## config.mk

```make
export PLATFORM = sky130hd
export DESIGN_NAME = ack_retry_tx_controller
export DESIGN_NICKNAME = d
export VERILOG_FILES = /design/src/rtl/artc_pkg.sv /design/src/rtl/artc_front.sv /design/src/rtl/artc_queue.sv /design/src/rtl/artc_back.sv /design/src/rtl/ack_retry_tx_controller.sv
export SDC_FILE = /design/constraint.sdc
export NUM_CORES = 1
export LEC_CHECK = 0
export BUFFER_PORTS_ARGS = -buffer_cell sky130_fd_sc_hd__buf_2
export CAP_MARGIN = 20
export CORE_MARGIN = 5
export CORE_UTILIZATION = 60
export DETAILED_ROUTE_END_ITERATION = 12
export PLACE_DENSITY_LB_ADDON = 0.05
export REMOVE_ABC_BUFFERS = 1
export SLEW_MARGIN = 20
export SYNTH_ARGS = -nofsm -noshare
export SYNTH_HDL_FRONTEND = slang
export SYNTH_HIERARCHICAL = 1
export SYNTH_SLANG_ARGS = --single-unit
```

## constraint.sdc

```tcl
create_clock -name clock -period 5.6 [get_ports clock]
set_clock_uncertainty 0.05 [all_clocks]
set_input_delay 0.56 -clock clock [delete_from_list [all_inputs] [get_ports clock]]
set_output_delay 0.56 -clock clock [all_outputs]
set_load 0.005 [all_outputs]
```

## src/rtl/artc_pkg.sv

```systemverilog
// ----------------------------------------------------------------------------
// artc_pkg: shared types and constants of the ack/retry transmit controller
// Event codes, result codes, frame constants and the front-to-back entry.
// ----------------------------------------------------------------------------
package artc_pkg;

   // event kinds carried in req_tuser
   localparam logic [1:0] KIND_SEND   = 2'd0;
   localparam logic [1:0] KIND_TXDONE = 2'd1;
   localparam logic [1:0] KIND_RXHDR  = 2'd2;
   localparam logic [1:0] KIND_TICK   = 2'd3;

   // result actions
   localparam logic [1:0] ACT_NONE = 2'd0;
   localparam logic [1:0] ACT_SEND = 2'd1;
   localparam logic [1:0] ACT_DONE = 2'd2;

   // transfer outcomes
   localparam logic [1:0] OUT_OK    = 2'd0;
   localparam logic [1:0] OUT_RADIO = 2'd1;
   localparam logic [1:0] OUT_NOACK = 2'd2;

   // frame header constants
   localparam logic [6:0] ACK_FRAME_LEN  = 7'd5;
   localparam logic [2:0] FRAME_TYPE_ACK = 3'd2;

   // configuration register indexes
   localparam logic CSR_ACK_WAIT    = 1'b0;
   localparam logic CSR_MAX_RETRIES = 1'b1;

   localparam logic [15:0] ACK_WAIT_RESET    = 16'd120;
   localparam logic [2:0]  MAX_RETRIES_RESET = 3'd3;

   // port widths
   localparam int REQ_DATA_W = 40;
   localparam int RSP_DATA_W = 8;

   // event queue
   localparam int QUEUE_DEPTH = 2;
   localparam int QPTR_W      = $clog2(QUEUE_DEPTH);
   localparam int QCNT_W      = $clog2(QUEUE_DEPTH + 1);

   // classified event passed from front to back
   // flag: want_ack for a send, radio_ok for tx done, ack-frame match for a header
   // seq:  send_seq for a send, rx_seq for a header
   typedef struct packed {
      logic [1:0] kind;
      logic       flag;
      logic [7:0] seq;
   } event_type;

endpackage

```

## src/rtl/artc_front.sv

```systemverilog
// ----------------------------------------------------------------------------
// artc_front: event classifier
// Unpacks an input beat and reduces it to a compact event for the queue.
// ----------------------------------------------------------------------------
module artc_front (
   input  logic [1:0]                      kind,
   input  logic [artc_pkg::REQ_DATA_W-1:0] data,
   output artc_pkg::event_type             evt
);
   import artc_pkg::*;

   logic       want_ack;
   logic [7:0] send_seq;
   logic       radio_ok;
   logic [6:0] rx_length;
   logic [7:0] rx_control_low;
   logic [7:0] rx_seq;
   logic       is_ack_frame;

   // field unpacking
   assign want_ack       = data[0];
   assign send_seq       = data[8:1];
   assign radio_ok       = data[9];
   assign rx_length      = data[16:10];
   assign rx_control_low = data[24:17];
   assign rx_seq         = data[32:25];

   // header is an ack frame of the right length
   assign is_ack_frame = (rx_length == ACK_FRAME_LEN) &&
                         (rx_control_low[2:0] == FRAME_TYPE_ACK);

   // event reduction
   always_comb begin
      evt.kind = kind;
      evt.flag = 1'b0;
      evt.seq  = 8'd0;
      unique case (kind)
         KIND_SEND: begin
            evt.flag = want_ack;
            evt.seq  = send_seq;
         end
         KIND_TXDONE: begin
            evt.flag = radio_ok;
         end
         KIND_RXHDR: begin
            evt.flag = is_ack_frame;
            evt.seq  = rx_seq;
         end
         default: begin
            evt.flag = 1'b0;
         end
      endcase
   end

endmodule

```

## src/rtl/artc_queue.sv

```systemverilog
// ----------------------------------------------------------------------------
// artc_queue: short event queue
// Small register fifo between the classifier and the transfer engine.
// ----------------------------------------------------------------------------
module artc_queue (
   input  logic                clock,
   input  logic                reset,
   input  logic                push,
   input  artc_pkg::event_type push_evt,
   output logic                full,
   input  logic                pop,
   output logic                not_empty,
   output artc_pkg::event_type head_evt
);
   import artc_pkg::*;

   event_type           slot_ff [QUEUE_DEPTH];
   logic [QPTR_W-1:0]   wr_ptr_ff, wr_ptr_in;
   logic [QPTR_W-1:0]   rd_ptr_ff, rd_ptr_in;
   logic [QCNT_W-1:0]   count_ff, count_in;
   logic                do_push;
   logic                do_pop;

   assign full      = (count_ff == QCNT_W'(QUEUE_DEPTH));
   assign not_empty = (count_ff != '0);
   assign head_evt  = slot_ff[rd_ptr_ff];
   assign do_push   = push && !full;
   assign do_pop    = pop && not_empty;

   // pointer and fill count update
   always_comb begin
      wr_ptr_in = wr_ptr_ff;
      rd_ptr_in = rd_ptr_ff;
      count_in  = count_ff;
      if (do_push) begin
         wr_ptr_in = (wr_ptr_ff == QPTR_W'(QUEUE_DEPTH - 1)) ? '0 : wr_ptr_ff + 1'b1;
      end
      if (do_pop) begin
         rd_ptr_in = (rd_ptr_ff == QPTR_W'(QUEUE_DEPTH - 1)) ? '0 : rd_ptr_ff + 1'b1;
      end
      if (do_push && !do_pop) begin
         count_in = count_ff + 1'b1;
      end else if (do_pop && !do_push) begin
         count_in = count_ff - 1'b1;
      end
   end

   always_ff @(posedge clock) begin
      if (reset) begin
         wr_ptr_ff <= '0;
         rd_ptr_ff <= '0;
         count_ff  <= '0;
      end else begin
         wr_ptr_ff <= wr_ptr_in;
         rd_ptr_ff <= rd_ptr_in;
         count_ff  <= count_in;
      end
   end

   // slot storage
   always_ff @(posedge clock) begin
      if (do_push) begin
         slot_ff[wr_ptr_ff] <= push_evt;
      end
   end

endmodule

```

## src/rtl/artc_back.sv

```systemverilog
// ----------------------------------------------------------------------------
// artc_back: transfer engine
// Holds the transfer state and registers, executes one event per cycle unless
// the result beat stalls, and keeps the result beat in an output register.
// ----------------------------------------------------------------------------
module artc_back (
   input  logic                clock,
   input  logic                reset,
   input  logic                csr_we,
   input  logic                csr_addr,
   input  logic [15:0]         csr_wdata,
   input  logic                evt_valid,
   input  artc_pkg::event_type evt,
   output logic                evt_pop,
   output logic                rsp_tvalid,
   input  logic                rsp_tready,
   output logic [1:0]          rsp_action,
   output logic [1:0]          rsp_outcome,
   output logic                rsp_busy,
   output logic                rsp_awaiting
);
   import artc_pkg::*;

   logic [15:0] ack_wait_ff;
   logic [2:0]  max_retries_ff;

   logic        tx_busy_ff, tx_busy_in;
   logic        ack_pending_ff, ack_pending_in;
   logic        timer_run_ff, timer_run_in;
   logic [2:0]  retries_ff, retries_in;
   logic [15:0] elapsed_ff, elapsed_in;
   logic [7:0]  frame_seq_ff, frame_seq_in;

   logic        rsp_valid_ff, rsp_valid_in;
   logic [1:0]  action_ff;
   logic [1:0]  outcome_ff;
   logic        busy_ff;
   logic        awaiting_ff;

   logic [1:0]  act;
   logic [1:0]  res;
   logic [16:0] tick_next;
   logic        retry_req;
   logic [1:0]  fail_code;
   logic        finish_req;
   logic [1:0]  finish_code;

   // take an event when the result register is free or being drained
   assign evt_pop   = evt_valid && (!rsp_valid_ff || rsp_tready);
   assign tick_next = {1'b0, elapsed_ff} + 17'd1;

   // configuration registers
   always_ff @(posedge clock) begin
      if (reset) begin
         ack_wait_ff    <= ACK_WAIT_RESET;
         max_retries_ff <= MAX_RETRIES_RESET;
      end else if (csr_we) begin
         unique case (csr_addr)
            CSR_ACK_WAIT:    ack_wait_ff    <= csr_wdata;
            CSR_MAX_RETRIES: max_retries_ff <= csr_wdata[2:0];
            default:         ack_wait_ff    <= ack_wait_ff;
         endcase
      end
   end

   // event decode
   always_comb begin
      retry_req   = 1'b0;
      fail_code   = OUT_OK;
      finish_req  = 1'b0;
      finish_code = OUT_OK;
      tx_busy_in     = tx_busy_ff;
      ack_pending_in = ack_pending_ff;
      timer_run_in   = timer_run_ff;
      retries_in     = retries_ff;
      elapsed_in     = elapsed_ff;
      frame_seq_in   = frame_seq_ff;
      act = ACT_NONE;
      res = OUT_OK;

      unique case (evt.kind)
         KIND_SEND: begin
            if (!tx_busy_ff) begin
               tx_busy_in     = 1'b1;
               ack_pending_in = evt.flag;
               timer_run_in   = 1'b0;
               elapsed_in     = '0;
               retries_in     = max_retries_ff;
               frame_seq_in   = evt.seq;
               act            = ACT_SEND;
            end
         end
         KIND_TXDONE: begin
            if (tx_busy_ff && !timer_run_ff) begin
               if (!evt.flag) begin
                  retry_req = 1'b1;
                  fail_code = OUT_RADIO;
               end else if (!ack_pending_ff) begin
                  finish_req  = 1'b1;
                  finish_code = OUT_OK;
               end else begin
                  timer_run_in = 1'b1;
                  elapsed_in   = '0;
               end
            end
         end
         KIND_RXHDR: begin
            if (evt.flag && (evt.seq == frame_seq_ff) && tx_busy_ff && ack_pending_ff) begin
               ack_pending_in = 1'b0;
               if (timer_run_ff) begin
                  finish_req  = 1'b1;
                  finish_code = OUT_OK;
               end
            end
         end
         default: begin
            if (tx_busy_ff && timer_run_ff && ack_pending_ff) begin
               if (tick_next > {1'b0, ack_wait_ff}) begin
                  retry_req = 1'b1;
                  fail_code = OUT_NOACK;
               end else begin
                  elapsed_in = tick_next[15:0];
               end
            end
         end
      endcase

      // retransmit while retries remain, else end the transfer
      if (retry_req) begin
         if (retries_ff != 3'd0) begin
            retries_in   = retries_ff - 3'd1;
            timer_run_in = 1'b0;
            elapsed_in   = '0;
            act          = ACT_SEND;
         end else begin
            finish_req  = 1'b1;
            finish_code = fail_code;
         end
      end

      if (finish_req) begin
         tx_busy_in     = 1'b0;
         ack_pending_in = 1'b0;
         timer_run_in   = 1'b0;
         elapsed_in     = '0;
         act            = ACT_DONE;
         res            = finish_code;
      end
   end

   // transfer state
   always_ff @(posedge clock) begin
      if (reset) begin
         tx_busy_ff     <= 1'b0;
         ack_pending_ff <= 1'b0;
         timer_run_ff   <= 1'b0;
         retries_ff     <= '0;
         elapsed_ff     <= '0;
         frame_seq_ff   <= '0;
      end else if (evt_pop) begin
         tx_busy_ff     <= tx_busy_in;
         ack_pending_ff <= ack_pending_in;
         timer_run_ff   <= timer_run_in;
         retries_ff     <= retries_in;
         elapsed_ff     <= elapsed_in;
         frame_seq_ff   <= frame_seq_in;
      end
   end

   // result register
   always_comb begin
      rsp_valid_in = rsp_valid_ff;
      if (evt_pop) begin
         rsp_valid_in = 1'b1;
      end else if (rsp_tready) begin
         rsp_valid_in = 1'b0;
      end
   end

   always_ff @(posedge clock) begin
      if (reset) begin
         rsp_valid_ff <= 1'b0;
      end else begin
         rsp_valid_ff <= rsp_valid_in;
      end
   end

   always_ff @(posedge clock) begin
      if (evt_pop) begin
         action_ff   <= act;
         outcome_ff  <= res;
         busy_ff     <= tx_busy_in;
         awaiting_ff <= ack_pending_in;
      end
   end

   assign rsp_tvalid   = rsp_valid_ff;
   assign rsp_action   = action_ff;
   assign rsp_outcome  = outcome_ff;
   assign rsp_busy     = busy_ff;
   assign rsp_awaiting = awaiting_ff;

endmodule

```

## src/rtl/ack_retry_tx_controller.sv

```systemverilog
// ----------------------------------------------------------------------------
// ack_retry_tx_controller: transmit acknowledgement and retry controller
// Tracks one transfer of an 802.15.4-style MAC: transmit orders, ack wait
// timing, retransmissions and the final outcome.
//
//   channel | direction | contents
//   req_    | in        | event beats: kind on tuser, event fields on tdata
//   rsp_    | out       | one result beat per event: action on tuser
//   csr_    | in        | register writes: 0 ack_wait_ticks, 1 max_retries
//
// Every event yields one result beat, at one event per cycle sustained while
// the result side accepts; a beat passes the queue, then the result register,
// and the rate is limited by the single state update of the engine.
// Reset is synchronous and clears all control state and the registers to
// their defaults. A stalled result side fills the two-entry event queue,
// after which req_tready drops; input and output stall independently.
// ----------------------------------------------------------------------------
module ack_retry_tx_controller (
   input  logic                            clock,
   input  logic                            reset,
   // input events
   input  logic                            req_tvalid,
   output logic                            req_tready,
   // kind
   input  logic [1:0]                      req_tuser,
   // want_ack, send_seq[7:0], radio_ok, rx_length[6:0], rx_control_low[7:0],
   // rx_seq[7:0], zero fill
   input  logic [artc_pkg::REQ_DATA_W-1:0] req_tdata,
   // results
   output logic                            rsp_tvalid,
   input  logic                            rsp_tready,
   // action
   output logic [1:0]                      rsp_tuser,
   // outcome[1:0], busy_res, awaiting_ack, zero fill
   output logic [artc_pkg::RSP_DATA_W-1:0] rsp_tdata,
   // register writes
   input  logic                            csr_we,
   input  logic                            csr_addr,
   input  logic [15:0]                     csr_wdata
);
   import artc_pkg::*;

   event_type  front_evt;
   event_type  head_evt;
   logic       q_full;
   logic       q_not_empty;
   logic       q_pop;
   logic [1:0] outcome;
   logic       busy;
   logic       awaiting;

   assign req_tready = !q_full;

   // classify the incoming beat
   artc_front u_front (
      .kind (req_tuser),
      .data (req_tdata),
      .evt  (front_evt)
   );

   // decouple classifier and engine
   artc_queue u_queue (
      .clock     (clock),
      .reset     (reset),
      .push      (req_tvalid),
      .push_evt  (front_evt),
      .full      (q_full),
      .pop       (q_pop),
      .not_empty (q_not_empty),
      .head_evt  (head_evt)
   );

   // execute events
   artc_back u_back (
      .clock        (clock),
      .reset        (reset),
      .csr_we       (csr_we),
      .csr_addr     (csr_addr),
      .csr_wdata    (csr_wdata),
      .evt_valid    (q_not_empty),
      .evt          (head_evt),
      .evt_pop      (q_pop),
      .rsp_tvalid   (rsp_tvalid),
      .rsp_tready   (rsp_tready),
      .rsp_action   (rsp_tuser),
      .rsp_outcome  (outcome),
      .rsp_busy     (busy),
      .rsp_awaiting (awaiting)
   );

   assign rsp_tdata = {{(RSP_DATA_W - 4){1'b0}}, awaiting, busy, outcome};

endmodule

```

Yosys cells after proc, flatten, opt, wreduce, memory -nomap -nowiden. Memory sizes are Yosys's and may differ from the RTL's. A register that Yosys moved wholly into a read port is not among the register bits. Cells that the tools add are included.

Magnitude comparators: 1. Equality and inequality tests: 8. Div/mod/pow operators: 0. Muxes and demuxes: 62. Multiply operators: 0. $add $sub $neg: 6. Reduce and logical (&&, ||, !) cells: 29. Shift operators: 0. Bitwise gates (word level): 4.

Operators with widths (number): $mux 16 (9); $pmux 16 s3 (1); $mux 1 (33); $add 16x1->17 const B (1); $gt 17x16->1 (1); $mux 2 (8); $pmux 8 s2 (1); $logic_and 1x1->1 (12); $mux 3 (4); $eq 8x8->1 (1); $pmux 1 s2 (4); $eq 7x3->1 const B (1); $eq 2x2->1 const B (3); $reduce_bool 2->1 (3); $logic_not 1->1 (5); $eq 2x1->1 const B (2); $logic_not 2->1 (2); $not 1->1 (4); $pmux 2 s2 (1); $reduce_and 2->1 (2); $eq 3x2->1 const B (1); $pmux 1 s3 (1); $reduce_and 3->1 (1); $reduce_bool 3->1 (1); other kinds (7) (8).

Logic and storage cells: 127. Bits in read-only memories: 0. Register bits: 60. Latch bits: 0. Output and inout bits: 12. Memories kept: 1. Memory bits (writable): 22. Input port bits: 64.

Memory list: u_queue.slot_ff (depth 2, bits a word 11, rd ports 1, clocked after memory_dff 1, wr ports 1, RTL line artc_queue.sv:17) `event_type slot_ff [QUEUE_DEPTH];`.

Longest topological paths before layout.
Depth after elaboration: 10. Depth in mapped cells: 16. Mapped depth without buffers: 14.

Cells and area by module. The synthesis kept the hierarchy.

By module, submodules not included: artc_back (instances 1, area an instance 3148.0 sq um, sequential area each 1181.1 sq um, cells each 376); artc_queue (instances 1, area an instance 1009.7 sq um, sequential area each 760.7 sq um, cells each 59); artc_front (instances 1, area an instance 206.4 sq um, sequential area each 0.0 sq um, cells each 27); ack_retry_tx_controller (instances 1, area an instance 52.6 sq um, sequential area each 0.0 sq um, cells each 8).

Worst setup path after synthesis. OpenSTA, ideal clock, no wires.

Path kind: register to register. From: reg u_back.elapsed_ff[0]. To: reg u_back.elapsed_ff[13]. Cell stages (with the launch flop): 15. Slack: 1.832 ns. Period minus slack after synthesis: 3.768 ns. Arrival: 3.658 ns. Required time: 5.490 ns. Buffers on the path: 1. Library setup time: 0.060 ns. Cell sequence: dfxtp_1 ha_1 nand2_1 or4_1 buf_2 nor2_1 xor2_1 ha_1 nand4_1 or2_1 or4_4 and2_4 a211oi_1 or2_1 a32o_1.

Longest elaborated chain between the ends: 8. Elaborated cells between the ends (all ways): 12. Those cells by class: add/sub (1); order compare (1); mux (10).

Ends and longest elaborated chain: start: declaration (RTL line artc_back.sv:31) `logic [15:0] elapsed_ff, elapsed_in;`; start signal: assignment (RTL line artc_back.sv:165) `elapsed_ff <= elapsed_in;`; $add 16x1->17 * (RTL line artc_back.sv:50) `assign tick_next = {1'b0, elapsed_ff} + 17'd1;`; $gt 17x16->1 (RTL line artc_back.sv:118) `if (tick_next > {1'b0, ack_wait_ff}) begin`; $mux 16 (RTL line artc_back.sv:118); $mux 16 (RTL line artc_back.sv:117) `if (tx_busy_ff && timer_run_ff && ack_pending_ff) begin`; $pmux 16 s3 (RTL line artc_back.sv:81) `unique case (evt.kind)`; $mux 16 (RTL line artc_back.sv:130) `if (retries_ff != 3'd0) begin`; $mux 16 (RTL line artc_back.sv:129) `if (retry_req) begin`; $mux 16 * (RTL line artc_back.sv:141) `if (finish_req) begin`.

Every way passes the cells marked *; elsewhere a longest branch is shown, timed or not. A chain may end at the register's enable or synchronous reset.

Final worst setup path.
From: reg u_back.elapsed_ff[0]. To: reg u_back.elapsed_ff[12].

The elaborated chain is that of the path after synthesis.

==> reports/qor.txt <==
Pwr per Cell Area -> 347 mW/mm²
Detail-routed via count per cell -> 5.52
Post-Synthesis Mean Instance Area -> 9.40 µm²
Yosys Warn Count -> 6
Residual overflow from global routing -> 0
Origin of the critical flop-to-flop path -> u_back/elapsed_ff[0]
Count of state elements after synthesis -> 83
Slew of the pin with the lowest slew margin -> 0.985 ns
Hold endpoint -> u_back/ack_wait_ff[5]
Clock Sink Count -> 83
Final setup violation count -> 0
Endpoint kind of the worst setup timing path -> flop
Initial detailed-routing violation count -> 133
I/O pin cnt -> 76
Final weighted congestion of routability-driven global placement -> 0.872
Number of standard cells in the layout, taps in and fillers out -> 622
Clk_lat worst skew -> 0.35 ns
Number of antenna violations at the first check in global routing -> 0
Register clock-pin slew on the reported worst setup and hold paths -> 0.09 ns
Die height -> 95.8 µm
Core Area -> 0.00721 mm²
Clock tree from TritonCTS -> done
Count of flip-flops with a built-in enable after synthesis -> 28
Wire length reported by the detailed router -> 8990 µm
Nets@finish -> 606
Final hold viol count -> 0
RSZ-0062 raised after global routing -> no
TritonRoute pass-1 iters -> 5
Hold/Removal Path Class -> in -> reg
Sequential element share of the synthesized area -> 0.440
Top_reg_cell synth -> sky130_fd_sc_hd__dfxtp_1
Synthesized instance count -> 470
IR drop worst, VDD -> 0.274 mV
Maximum number of pins on one net before global-route repair -> 44
H-tree depth reported by CTS -> 3
Setup slack of the worst register-to-register path -> 1.03 ns
Die Span X -> 95.8 µm
Final slew viol count -> 0
Endpoint arrival time on the critical path -> 4.82 ns
Multi-input logic area -> 0.00224 mm²
Total global-route track usage -> 0.209
Number of global-route vias before repair -> 3344
Post-CTS setup repair buffer count -> 0
TritonCTS buffer count -> 9
Std cell rows -> 31
Post_cts resized -> 0
Sum Neg Setup Slack -> 0 ns
Bufs on Longest Clock Path -> 2
Cell count after placement -> 606
Via count -> 3432
Data required time at the worst endpoint -> 5.85 ns
Final critical path time including I/O delays and setup -> 4.57 ns
Max transition margin -> 0.344
Routed wire per std cell -> 14.5 µm
Cell variety after synth -> 60
Starting Density -> 0.612
Buffers on Ports -> 59
Status -> completed
Die area -> 0.00918 mm²
Final HPWL from detailed placement -> 6500 µm
Sequential cell area in the final layout -> 0.00194 mm²
First-pass GRT wire length -> 14900 µm
Critical R2R Capture -> u_back/elapsed_ff[12]
Depth of the most critical reg-to-reg path -> 12
Detailed-route DRC error count -> 0
Hold Crit Depth -> 2
Count of antenna-violating nets left after detailed routing -> 0
Maximum achievable frequency -> 219 MHz
Total of hold buffers inserted after clock tree synthesis -> 0
Static Leak -> 0.00207 µW
Share of async-settable or async-resettable flops after synthesis -> 0
Crit start category -> flop
Share of cells above drive strength 1 -> 0.191
Portion of the clock cycle consumed by the worst path in the final layout -> 0.816
Area of the mapped netlist -> 0.00442 mm²
CP Class -> reg -> reg
Root buf cell -> sky130_fd_sc_hd__clkbuf_8
Startpoint of the lowest-slack hold path -> csr_wdata[5]
Maximum capacitance violations -> 0
Antenna diode count -> 0
Post-synthesis to final-layout area growth -> 12.0%
Fill count -> 613
Critical Path Fanout Max -> 16
worst max path at each step:
stage | startpoint | to | slack, ns | cells past startpoint
after detailed placement | u_back/elapsed_ff[0] | u_back/elapsed_ff[12] | 1.09 | 12
after CTS | u_back/elapsed_ff[0] | u_back/elapsed_ff[12] | 1.07 | 12
after global routing | u_back/elapsed_ff[0] | u_back/elapsed_ff[12] | 0.72 | 12
after floorplan | u_back/elapsed_ff[0] | u_back/elapsed_ff[12] | 1.66 | 12
final | u_back/elapsed_ff[0] | u_back/elapsed_ff[12] | 1.03 | 12
after global placement | u_back/elapsed_ff[0] | u_back/elapsed_ff[12] | 1.15 | 12
cell usage in the layout, fill, tap and decap left out, drive strengths merged, types with 6 or more instances in the layout:
cell type	n
nor3	8
buf	60
nor2b	6
dfxtp	55
xnor2	10
a22o	7
mux2	11
a211o	7
and3	7
edfxtp	28
nor2	37
a21oi	42
inv	34
mux2i	9
nand3	14
clkbuf	9
ha	24
nand2	61
o21ai	7
nand4	6
xor2	15
worst max-delay path, stage by stage (launching register included):
cell	delay [ns]
sky130_fd_sc_hd__dfxtp_1	0.43
sky130_fd_sc_hd__ha_1	0.32
sky130_fd_sc_hd__nand2_1	0.07
sky130_fd_sc_hd__or4_1	0.60
sky130_fd_sc_hd__nor2_1	0.28
sky130_fd_sc_hd__xor2_1	0.11
sky130_fd_sc_hd__ha_1	0.32
sky130_fd_sc_hd__nand4_1	0.13
sky130_fd_sc_hd__or2_1	0.29
sky130_fd_sc_hd__or4_4	0.59
sky130_fd_sc_hd__a2111oi_4	0.93
sky130_fd_sc_hd__nor3b_1	0.26
sky130_fd_sc_hd__a31o_2	0.12
metrics by stage:
stage	power, µW	utilization	hold WS, ns	area (µm²)	setup slack, ns
floorplan	1090	-	0.380	4290	1.66
global placement	1220	0.653	0.393	4710	1.15
detailed placement	1230	0.653	0.402	4710	1.09
CTS	1730	0.685	0.341	4940	1.07
global route	1840	0.685	0.346	4940	0.716
finish	1720	0.685	0.358	4940	1.03
flip-flops by register name, summed over array words and instances (netlist names), 2 cells and up, named ones only:
register,flops
u_queue/slot_ff,22
u_back/ack_wait_ff,16
u_back/rsp_action,2
u_back/max_retries_ff,3
u_back/frame_seq_ff,8
u_queue/count_ff,2
u_back/elapsed_ff,16
u_back/retries_ff,3
u_back/rsp_outcome,2
per-layer routing:
| layer | up-vias | global-route usage | wire length (µm) |
|---|---|---|---|
| met3 | 6 | 0.0516 | 461 |
| met2 | 87 | 0.360 | 4520 |
| li1 | 1749 | - | - |
| met1 | 1590 | 0.261 | 3930 |
| met5 | - | 0 | 0 |
| met4 | 0 | 0.0557 | 71 |
final cells by class:
cell class,count,area share
multi-input cells,335,0.452
clock buffers,9,0.0251
flip-flops and latches,83,0.393
well taps,99,0.0251
clock inverters,7,0.0215
repair buffers,60,0.0612
inverters,29,0.0220
synth_stat cells (all sizes together), types with 3 or more instances:
master,n,area (µm²)
inv,29,109
o21ai,7,35.0
a32o,4,40.0
nor3,8,40.0
nand4,6,37.5
buf,15,98.8
or4,4,37.5
edfxtp,28,841
a211o,7,61.3
nand2,61,245
xor2,15,131
nor2,37,139
and3,7,43.8
clkbuf,11,41.3
nor2b,6,40.0
ha,24,300
xnor2,10,87.6
mux2,11,124
mux2i,9,90.1
nand3b,4,30.0
a21oi,42,218
dfxtp,55,1100
nand3,14,70.1
a211oi,3,22.5
a31oi,5,31.3
o211ai,3,22.5
nand2b,5,31.3
or2,4,25.0
a22o,7,61.3
cell families (layout without fill, tap and decap cells):
| group | count (synthesis) | count (layout) | synth area share |
|---|---|---|---|
| AO/OA/AOI/OAI | 96 | 96 | 0.151 |
| XOR/XNOR | 25 | 25 | 0.0496 |
| adder cells (fa/ha/maj) | 24 | 24 | 0.0680 |
| buffers and inverters | 55 | 105 | 0.0564 |
| flip-flops | 83 | 83 | 0.440 |
| multiplexers | 20 | 20 | 0.0484 |
| other | 1 | 4 | 0.000849 |
| AND/OR/NAND/NOR | 166 | 166 | 0.186 |
power by group:
| group | leakage, µW | internal [µW] | switching [µW] |
|---|---|---|---|
| combinational | 0.00124 | 184 | 271 |
| clock | 0.000117 | 261 | 235 |
| sequential | 0.000716 | 717 | 51.1 |
No activity file was read; power rests on OpenSTA's default activity.
